--- config.mk ---
export PLATFORM = sky130hd
export DESIGN_NAME = scanline_chroma_edge_segmenter_unit
export DESIGN_NICKNAME = d
export VERILOG_FILES = /design/src/hdl/sces_pkg.sv /design/src/hdl/scanline_chroma_edge_segmenter_unit.sv
export SDC_FILE = /design/constraint.sdc
export NUM_CORES = 1
export LEC_CHECK = 0
export BUFFER_PORTS_ARGS = -buffer_cell sky130_fd_sc_hd__buf_4
export CORE_MARGIN = 3
export CORE_UTILIZATION = 53
export CTS_CLUSTER_SIZE = 14
export DETAILED_ROUTE_END_ITERATION = 16
export MAX_ROUTING_LAYER = met4
export PLACE_DENSITY = 0.77
export SYNTH_ARGS = -nofsm -noshare
export SYNTH_HDL_FRONTEND = slang
export SYNTH_SLANG_ARGS = --single-unit
--- constraint.sdc ---
create_clock -name clk_i -period 12.42 [get_ports clk_i]
set_input_delay 0 -clock clk_i [delete_from_list [all_inputs] [get_ports clk_i]]
set_output_delay 0 -clock clk_i [all_outputs]
set_load 0.02 [all_outputs]
--- src/hdl/sces_pkg.sv ---
// Shared types and constants of the scan-line chroma edge segmenter.
package sces_pkg;

  // Kernel length and field widths
  localparam int unsigned TapsC     = 5;
  localparam int unsigned CoordBits = 10;
  localparam int unsigned RespBits  = 13;
  localparam int unsigned DiffBits  = 9;
  localparam int unsigned FillBits  = 3;
  localparam int unsigned LineBits  = 3;

  localparam logic [FillBits-1:0] FillFull = FillBits'(TapsC);

  // Configuration register indexes
  localparam logic CfgGradThr  = 1'b0;
  localparam logic CfgMinLuma  = 1'b1;

  typedef struct packed {
    logic [CoordBits-1:0] x;
    logic [CoordBits-1:0] y;
  } pos_t;

  // One closed segment
  typedef struct packed {
    logic [LineBits-1:0]        seg_line;
    pos_t                       begin_pos;
    pos_t                       end_pos;
    pos_t                       mid_pos;
    logic signed [RespBits-1:0] begin_response;
    logic signed [DiffBits-1:0] begin_diff;
    logic signed [RespBits-1:0] end_response;
    logic signed [DiffBits-1:0] end_diff;
    logic                       maybe_obstacle;
  } seg_t;

endpackage

--- src/hdl/scanline_chroma_edge_segmenter_unit.sv ---
// Top level of the scan-line chroma edge segmenter.
//
// Takes one YUV pixel per transfer on the slave stream and filters V - U
// with a 1,2,4,2,1 kernel centred two pixels back. A run opens when the
// weighted sum reaches ten times gradient_threshold and the centre luma
// reaches min_luma; when it closes, one segment goes out on the master
// stream. A line start (tuser) clears the history and drops an open run;
// nothing is evaluated until five pixels of the line are in. One pixel is
// taken every cycle: the filter, the compare and the run state update are
// combinational between the history registers and the output register,
// and a one-entry skid register holds a segment while the output is
// stalled, so input stops only when both are full. A segment is registered
// in the output register, or in the skid register while the output stalls.
module scanline_chroma_edge_segmenter_unit
  import sces_pkg::*;
(
  input  logic         clk_i,
  input  logic         rst_ni,
  // configuration write port
  input  logic         cfg_we_i,
  input  logic         cfg_addr_i,
  input  logic [7:0]   cfg_wdata_i,
  // pixel stream
  input  logic         s_axis_tvalid_i,
  output logic         s_axis_tready_o,
  // luma[7:0], chroma_u[15:8], chroma_v[23:16], pos_x[33:24],
  // pos_y[43:34], line_index[46:44], zero fill[47]
  input  logic [47:0]  s_axis_tdata_i,
  // line_start[0]
  input  logic [0:0]   s_axis_tuser_i,
  // segment stream
  output logic         m_axis_tvalid_o,
  input  logic         m_axis_tready_i,
  // seg_line[2:0], begin_x[12:3], begin_y[22:13], end_x[32:23],
  // end_y[42:33], mid_x[52:43], mid_y[62:53], begin_response[75:63],
  // begin_diff[84:76], end_response[97:85], end_diff[106:98],
  // zero fill[111:107]
  output logic [111:0] m_axis_tdata_o,
  // maybe_obstacle[0]
  output logic [0:0]   m_axis_tuser_o
);

  // Configuration registers
  logic [7:0] grad_thr_q;
  logic [7:0] min_luma_q;

  // Line history: newest entry at index 0
  logic signed [DiffBits-1:0] diff_hist_q [TapsC-1];
  logic [7:0]                 luma_hist_q [2];
  pos_t                       pos_hist_q  [2];
  logic [FillBits-1:0]        fill_q;
  logic                       in_run_q;
  logic                       run_obst_q;
  pos_t                       run_pos_q;
  logic signed [RespBits-1:0] run_resp_q;
  logic signed [DiffBits-1:0] run_diff_q;

  // Output and skid registers
  logic out_valid_q, out_valid_d;
  logic skid_valid_q, skid_valid_d;
  seg_t out_q, out_d;
  seg_t skid_q, skid_d;

  // Unpacked input fields
  logic [7:0]          in_luma, in_u, in_v;
  pos_t                in_pos;
  logic [LineBits-1:0] in_line;
  logic                in_start;
  logic                accept;

  assign in_luma  = s_axis_tdata_i[7:0];
  assign in_u     = s_axis_tdata_i[15:8];
  assign in_v     = s_axis_tdata_i[23:16];
  assign in_pos.x = s_axis_tdata_i[33:24];
  assign in_pos.y = s_axis_tdata_i[43:34];
  assign in_line  = s_axis_tdata_i[46:44];
  assign in_start = s_axis_tuser_i[0];

  assign s_axis_tready_o = !skid_valid_q;
  assign accept          = s_axis_tvalid_i && s_axis_tready_o;

  // Apply the line start before the pixel is taken in
  logic signed [DiffBits-1:0] h0, h1, h2, h3;
  logic [7:0]                 centre_luma;
  pos_t                       centre_pos;
  logic [FillBits-1:0]        fill_eff, fill_new;
  logic                       in_run_eff, obst_eff;

  assign h0          = in_start ? '0 : diff_hist_q[0];
  assign h1          = in_start ? '0 : diff_hist_q[1];
  assign h2          = in_start ? '0 : diff_hist_q[2];
  assign h3          = in_start ? '0 : diff_hist_q[3];
  assign centre_luma = in_start ? '0 : luma_hist_q[1];
  assign centre_pos  = in_start ? '0 : pos_hist_q[1];
  assign fill_eff    = in_start ? '0 : fill_q;
  assign in_run_eff  = in_start ? 1'b0 : in_run_q;
  assign obst_eff    = in_start ? 1'b0 : run_obst_q;
  assign fill_new    = (fill_eff < FillFull) ? fill_eff + 1'b1 : fill_eff;

  // Filter the difference with 1,2,4,2,1
  logic signed [DiffBits-1:0] diff;
  logic signed [RespBits-1:0] sum;
  logic [11:0]                thr10;
  logic                       eval, hit, run_open, run_close;

  assign diff = $signed({1'b0, in_v}) - $signed({1'b0, in_u});
  assign sum  = $signed({{4{diff[8]}}, diff})
              + $signed({{3{h0[8]}}, h0, 1'b0})
              + $signed({{2{h1[8]}}, h1, 2'b00})
              + $signed({{3{h2[8]}}, h2, 1'b0})
              + $signed({{4{h3[8]}}, h3});
  assign thr10 = {1'b0, grad_thr_q, 3'b000} + {3'b000, grad_thr_q, 1'b0};

  assign eval      = (fill_new == FillFull);
  assign hit       = (sum >= $signed({1'b0, thr10})) && (centre_luma >= min_luma_q);
  assign run_open  = accept && eval && hit && !in_run_eff;
  assign run_close = accept && eval && !hit && in_run_eff;

  // Build the closed segment
  seg_t                 seg;
  logic [CoordBits:0]   mid_sx, mid_sy;

  assign mid_sx = {1'b0, run_pos_q.x} + {1'b0, centre_pos.x};
  assign mid_sy = {1'b0, run_pos_q.y} + {1'b0, centre_pos.y};

  always_comb begin
    seg.seg_line       = in_line;
    seg.begin_pos      = run_pos_q;
    seg.end_pos        = centre_pos;
    seg.mid_pos.x      = mid_sx[CoordBits:1];
    seg.mid_pos.y      = mid_sy[CoordBits:1];
    seg.begin_response = run_resp_q;
    seg.begin_diff     = run_diff_q;
    seg.end_response   = sum;
    seg.end_diff       = diff;
    seg.maybe_obstacle = obst_eff;
  end

  // Configuration writes
  always_ff @(posedge clk_i or negedge rst_ni) begin
    if (!rst_ni) begin
      grad_thr_q <= 8'd10;
      min_luma_q <= 8'd0;
    end else if (cfg_we_i) begin
      unique case (cfg_addr_i)
        CfgGradThr: grad_thr_q <= cfg_wdata_i;
        CfgMinLuma: min_luma_q <= cfg_wdata_i;
        default:    ;
      endcase
    end
  end

  // Shift the history and track the run on each pixel transfer
  always_ff @(posedge clk_i or negedge rst_ni) begin
    if (!rst_ni) begin
      diff_hist_q <= '{default: '0};
      luma_hist_q <= '{default: '0};
      pos_hist_q  <= '{default: '0};
      fill_q      <= '0;
      in_run_q    <= 1'b0;
      run_obst_q  <= 1'b0;
    end else if (accept) begin
      diff_hist_q[0] <= diff;
      diff_hist_q[1] <= h0;
      diff_hist_q[2] <= h1;
      diff_hist_q[3] <= h2;
      luma_hist_q[0] <= in_luma;
      luma_hist_q[1] <= in_start ? '0 : luma_hist_q[0];
      pos_hist_q[0]  <= in_pos;
      pos_hist_q[1]  <= in_start ? '0 : pos_hist_q[0];
      fill_q         <= fill_new;
      if (run_open) begin
        in_run_q   <= 1'b1;
        run_obst_q <= diff[DiffBits-1];
      end else if (run_close) begin
        in_run_q   <= 1'b0;
        run_obst_q <= 1'b0;
      end else begin
        in_run_q   <= in_run_eff;
        run_obst_q <= obst_eff;
      end
    end
  end

  // Hold the begin of the run
  always_ff @(posedge clk_i) begin
    if (run_open) begin
      run_pos_q  <= centre_pos;
      run_resp_q <= sum;
      run_diff_q <= diff;
    end
  end

  // Output register with skid: drain the skid first, else take new segments
  logic out_take;
  assign out_take = out_valid_q && m_axis_tready_i;

  always_comb begin
    out_valid_d  = out_valid_q && !out_take;
    skid_valid_d = skid_valid_q;
    out_d        = out_q;
    skid_d       = skid_q;
    if (skid_valid_q) begin
      if (out_take) begin
        out_valid_d  = 1'b1;
        out_d        = skid_q;
        skid_valid_d = 1'b0;
      end
    end else if (run_close) begin
      if (!out_valid_q || out_take) begin
        out_valid_d = 1'b1;
        out_d       = seg;
      end else begin
        skid_valid_d = 1'b1;
        skid_d       = seg;
      end
    end
  end

  always_ff @(posedge clk_i or negedge rst_ni) begin
    if (!rst_ni) begin
      out_valid_q  <= 1'b0;
      skid_valid_q <= 1'b0;
    end else begin
      out_valid_q  <= out_valid_d;
      skid_valid_q <= skid_valid_d;
    end
  end

  always_ff @(posedge clk_i) begin
    out_q  <= out_d;
    skid_q <= skid_d;
  end

  // Pack the segment stream
  assign m_axis_tvalid_o = out_valid_q;
  assign m_axis_tdata_o  = {5'b00000,
                            out_q.end_diff,
                            out_q.end_response,
                            out_q.begin_diff,
                            out_q.begin_response,
                            out_q.mid_pos.y,
                            out_q.mid_pos.x,
                            out_q.end_pos.y,
                            out_q.end_pos.x,
                            out_q.begin_pos.y,
                            out_q.begin_pos.x,
                            out_q.seg_line};
  assign m_axis_tuser_o  = out_q.maybe_obstacle;

  // Checks
  a_skid_behind_out: assert property (@(posedge clk_i) disable iff (!rst_ni)
    skid_valid_q |-> out_valid_q)
    else $error("skid holds a segment while the output register is empty");

  a_stall_holds: assert property (@(posedge clk_i) disable iff (!rst_ni)
    (out_valid_q && !m_axis_tready_i) |=> (out_valid_q && $stable(out_q)))
    else $error("stalled segment changed or vanished");

  a_run_after_fill: assert property (@(posedge clk_i) disable iff (!rst_ni)
    in_run_q |-> (fill_q == FillFull))
    else $error("run open before the filter is filled");

  a_close_needs_run: assert property (@(posedge clk_i) disable iff (!rst_ni)
    (run_close && !in_start) |-> in_run_q)
    else $error("segment closed without an open run");

endmodule

==> impl_metrics.json <==
{
  "slew_viol_final": 0,
  "hold_start": "s_axis_tvalid_i",
  "utilization_pct": 65.7,
  "cts_buffer_depth": 3,
  "avgSynthCellArea_um2": 13.1,
  "yosys_warnings": 0,
  "cts.sink_count": 373,
  "async_flop_share_pct": 30.8,
  "area_delta_synth_final_pct": 20.6,
  "cts-root-buf": "clkbuf_16",
  "tritoncts": "yes",
  "detail-route-antenna-nets": 0,
  "dp_slack_ns": 4.91,
  "clk_pin_slew_worst_paths_ns": 0.06,
  "nNetsFinal": 1674,
  "die_w_um": 185,
  "setup_viol": 0,
  "fin_area_um2": 20400,
  "drt_pass1_iterations": 5,
  "synth_edf_count": 258,
  "ys.flop_type": "edfxtp_1",
  "grt.busiest_layer": "met2",
  "r2r_start": "diff_hist_q[18]",
  "io_pins": 178,
  "period_share_pct": 58.0,
  "die_area_um2": 34100,
  "grt_overflow_total": 0,
  "max_freq_mhz": 139,
  "required_ns": 12.56,
  "crit_fanout": 69,
  "htree_levels": 2,
  "stdcell_count": 1941,
  "hold_depth": 4,
  "leakage_nw": 8.40,
  "power_mw": 2.77,
  "peakVddDrop_mv": 0.100,
  "routabilityCongestion": 0.847,
  "maxCapViolCount": 0,
  "post_cts_buffers": 0,
  "period_minus_slack_ns": 7.20,
  "tightest_slew_ns": 1.11,
  "dp_cells": 1820,
  "synthCells": 1290,
  "worstHoldEndpoint": "diff_hist_q[27]",
  "drtIter0Drc": 592,
  "final_hold_viol_count": 0,
  "antenna_found_initial": 1,
  "grt_pass1_wl_um": 54500,
  "wl_per_cell_um": 17.5,
  "vias": 10300,
  "status": "finished clean",
  "fillCellCount": 2220,
  "cp.arrival_ns": 7.34,
  "ys_types": 53,
  "maxSlewHeadroom_pct": 25.8,
  "critPathKind": "reg2reg",
  "placed_cell_area_um2": 18600,
  "end_kind": "register",
  "route.detailed.drc": 0,
  "synth_seq_cells": 373,
  "wl_um": 34000,
  "crit_path_start_kind": "register",
  "grt_use_met2_pct": 31.8,
  "hold_ws_ns": 0.0640,
  "synth_seq_area_share_pct": 62.8,
  "gr-usage-met3_pct": 3.39,
  "cts_buffers": 40,
  "synth_area_um2": 16900,
  "rr_worst_depth": 24,
  "power_density_nw_per_um2": 136,
  "die_y_um": 185,
  "setup_tns_ns": 0,
  "start_util_pct": 54.5,
  "row_count": 64,
  "r2r-end": "skid_q[63]",
  "viasPerCell": 5.29,
  "grt_pass1_vias": 10300,
  "hold_path_class": "in2reg",
  "clock_skew_ns": 0.0173,
  "rsz0062_at_grt": "no",
  "io_buffer_count": 171,
  "grt.met1_usage_pct": 29.8,
  "r2r_slack_ns": 5.22,
  "track_usage_pct": 20.8,
  "dp.final_hpwl_um": 22100,
  "drive_gt1_share_pct": 24.5,
  "worst_slack_ns": 5.22,
  "clock_latency_ns": 0.52,
  "core_area_um2": 31100,
  "grt_max_degree": 112
}
[routing by layer]
layer	vias up	routed length [um]
met3	44	2050
li1	4912	-
met4	0	600
met2	301	15700
met1	5009	15700
met5	-	0
[cell usage in the layout, fill, tap and decap left out, types with 9 or more instances in the layout]
master	count
xor2_1	13
edfxtp_1	258
nand2b_1	10
nor2_1	26
a21oi_1	29
buf_4	181
ha_1	62
dlygate4sd3_1	47
inv_1	90
xnor2_1	18
nor2b_1	68
o21ai_0	84
fa_1	36
nor3_1	9
mux2_2	121
clkbuf_1	9
nand2_1	227
clkbuf_16	42
dfrtp_1	112
[critical path, stage by stage (launching register included)]
cell      delay (ns)
dfrtp_1         0.38
nor2b_1         0.16
fa_1            0.54
fa_1            0.54
inv_1           0.05
fa_1            0.37
inv_1           0.07
ha_1            0.19
inv_1           0.07
fa_1            0.40
nor2b_1         0.12
o21ai_0         0.10
a21boi_0        0.25
o21ai_0         0.14
nor2b_1         0.16
xnor2_1         0.43
ha_1            0.35
a2111o_1        0.37
a31oi_1         0.16
a211oi_1        0.13
inv_1           0.12
o21ai_2         0.10
nor3b_4         0.21
buf_4           0.55
buf_4           0.84
[cell families (layout without fill, tap and decap cells)]
logic type | Yosys count | after routing | share of synthesized area [%]
flip-flops | 373 | 373 | 62.8
AND/OR/NAND/NOR | 362 | 362 | 9.70
AO/OA/AOI/OAI | 159 | 159 | 5.51
buffers and inverters | 143 | 393 | 3.33
multiplexers | 121 | 121 | 8.05
adder cells (fa/ha/maj) | 98 | 98 | 8.84
XOR/XNOR | 33 | 33 | 1.80
other | 1 | 6 | 0.0221
[sequential cells by signal, indices dropped and copies added, names as in the netlist, 3 cells and up]
name	flops
skid_q	108
m_axis_tdata_o	107
pos_hist_q	40
diff_hist_q	36
run_pos_q	20
luma_hist_q	16
run_resp_q	13
run_diff_q	9
grad_thr_q	8
min_luma_q	8
fill_q	3
[worst max path at each step]
stage                          from                end  slack [ns]
global route        diff_hist_q[18]         skid_q[63]        4.82
finish              diff_hist_q[18]         skid_q[63]        5.22
floorplan            s_axis_tuser_i  m_axis_tdata_o[0]        1.85
detailed placement   s_axis_tuser_i         skid_q[84]        4.91
CTS                 diff_hist_q[18]         skid_q[62]        5.20
global placement     s_axis_tuser_i         skid_q[84]        5.05
[cell type report]
cell class              count  area [um2]  share of cell area, %
clock inverters            16         168                  0.821
repair buffers            228        1830                   8.96
clock buffers              57        1170                   5.72
well taps                 396         495                   2.43
inverters                  92         345                   1.69
diodes                      1        2.50                 0.0123
multi-input cells         778        5790                   28.3
flip-flops and latches    373       10600                   52.0
[power breakdown]
group	switching (mW)	leakage, nW	total [mW]	internal, mW
clock network	0.464	0.653	1.18	0.718
registers	0.0102	3.76	1.35	1.34
logic	0.137	3.99	0.238	0.100
[synth_stat cells (7+ instances only)]
cell | instances | share of area, %
a21oi_1 | 29 | 0.86
clkbuf_1 | 42 | 0.93
dfrtp_1 | 113 | 17
edfxtp_1 | 258 | 46
fa_1 | 36 | 4.3
ha_1 | 62 | 4.6
inv_1 | 92 | 2.0
mux2_2 | 121 | 8.0
nand2_1 | 228 | 5.1
nand2b_1 | 10 | 0.37
nand3_1 | 7 | 0.21
nor2_1 | 26 | 0.58
nor2b_1 | 69 | 2.5
nor3_1 | 9 | 0.27
o21ai_0 | 84 | 2.5
xnor2_1 | 18 | 0.93
xor2_1 | 13 | 0.67
[timing repair]
item / in CTS / in global routing
hold buffers: 47 / 0
gates resized for setup: 0 / 0
endpoints found under the hold margin: 116 / 0
No activity file was read; power rests on OpenSTA's default activity.
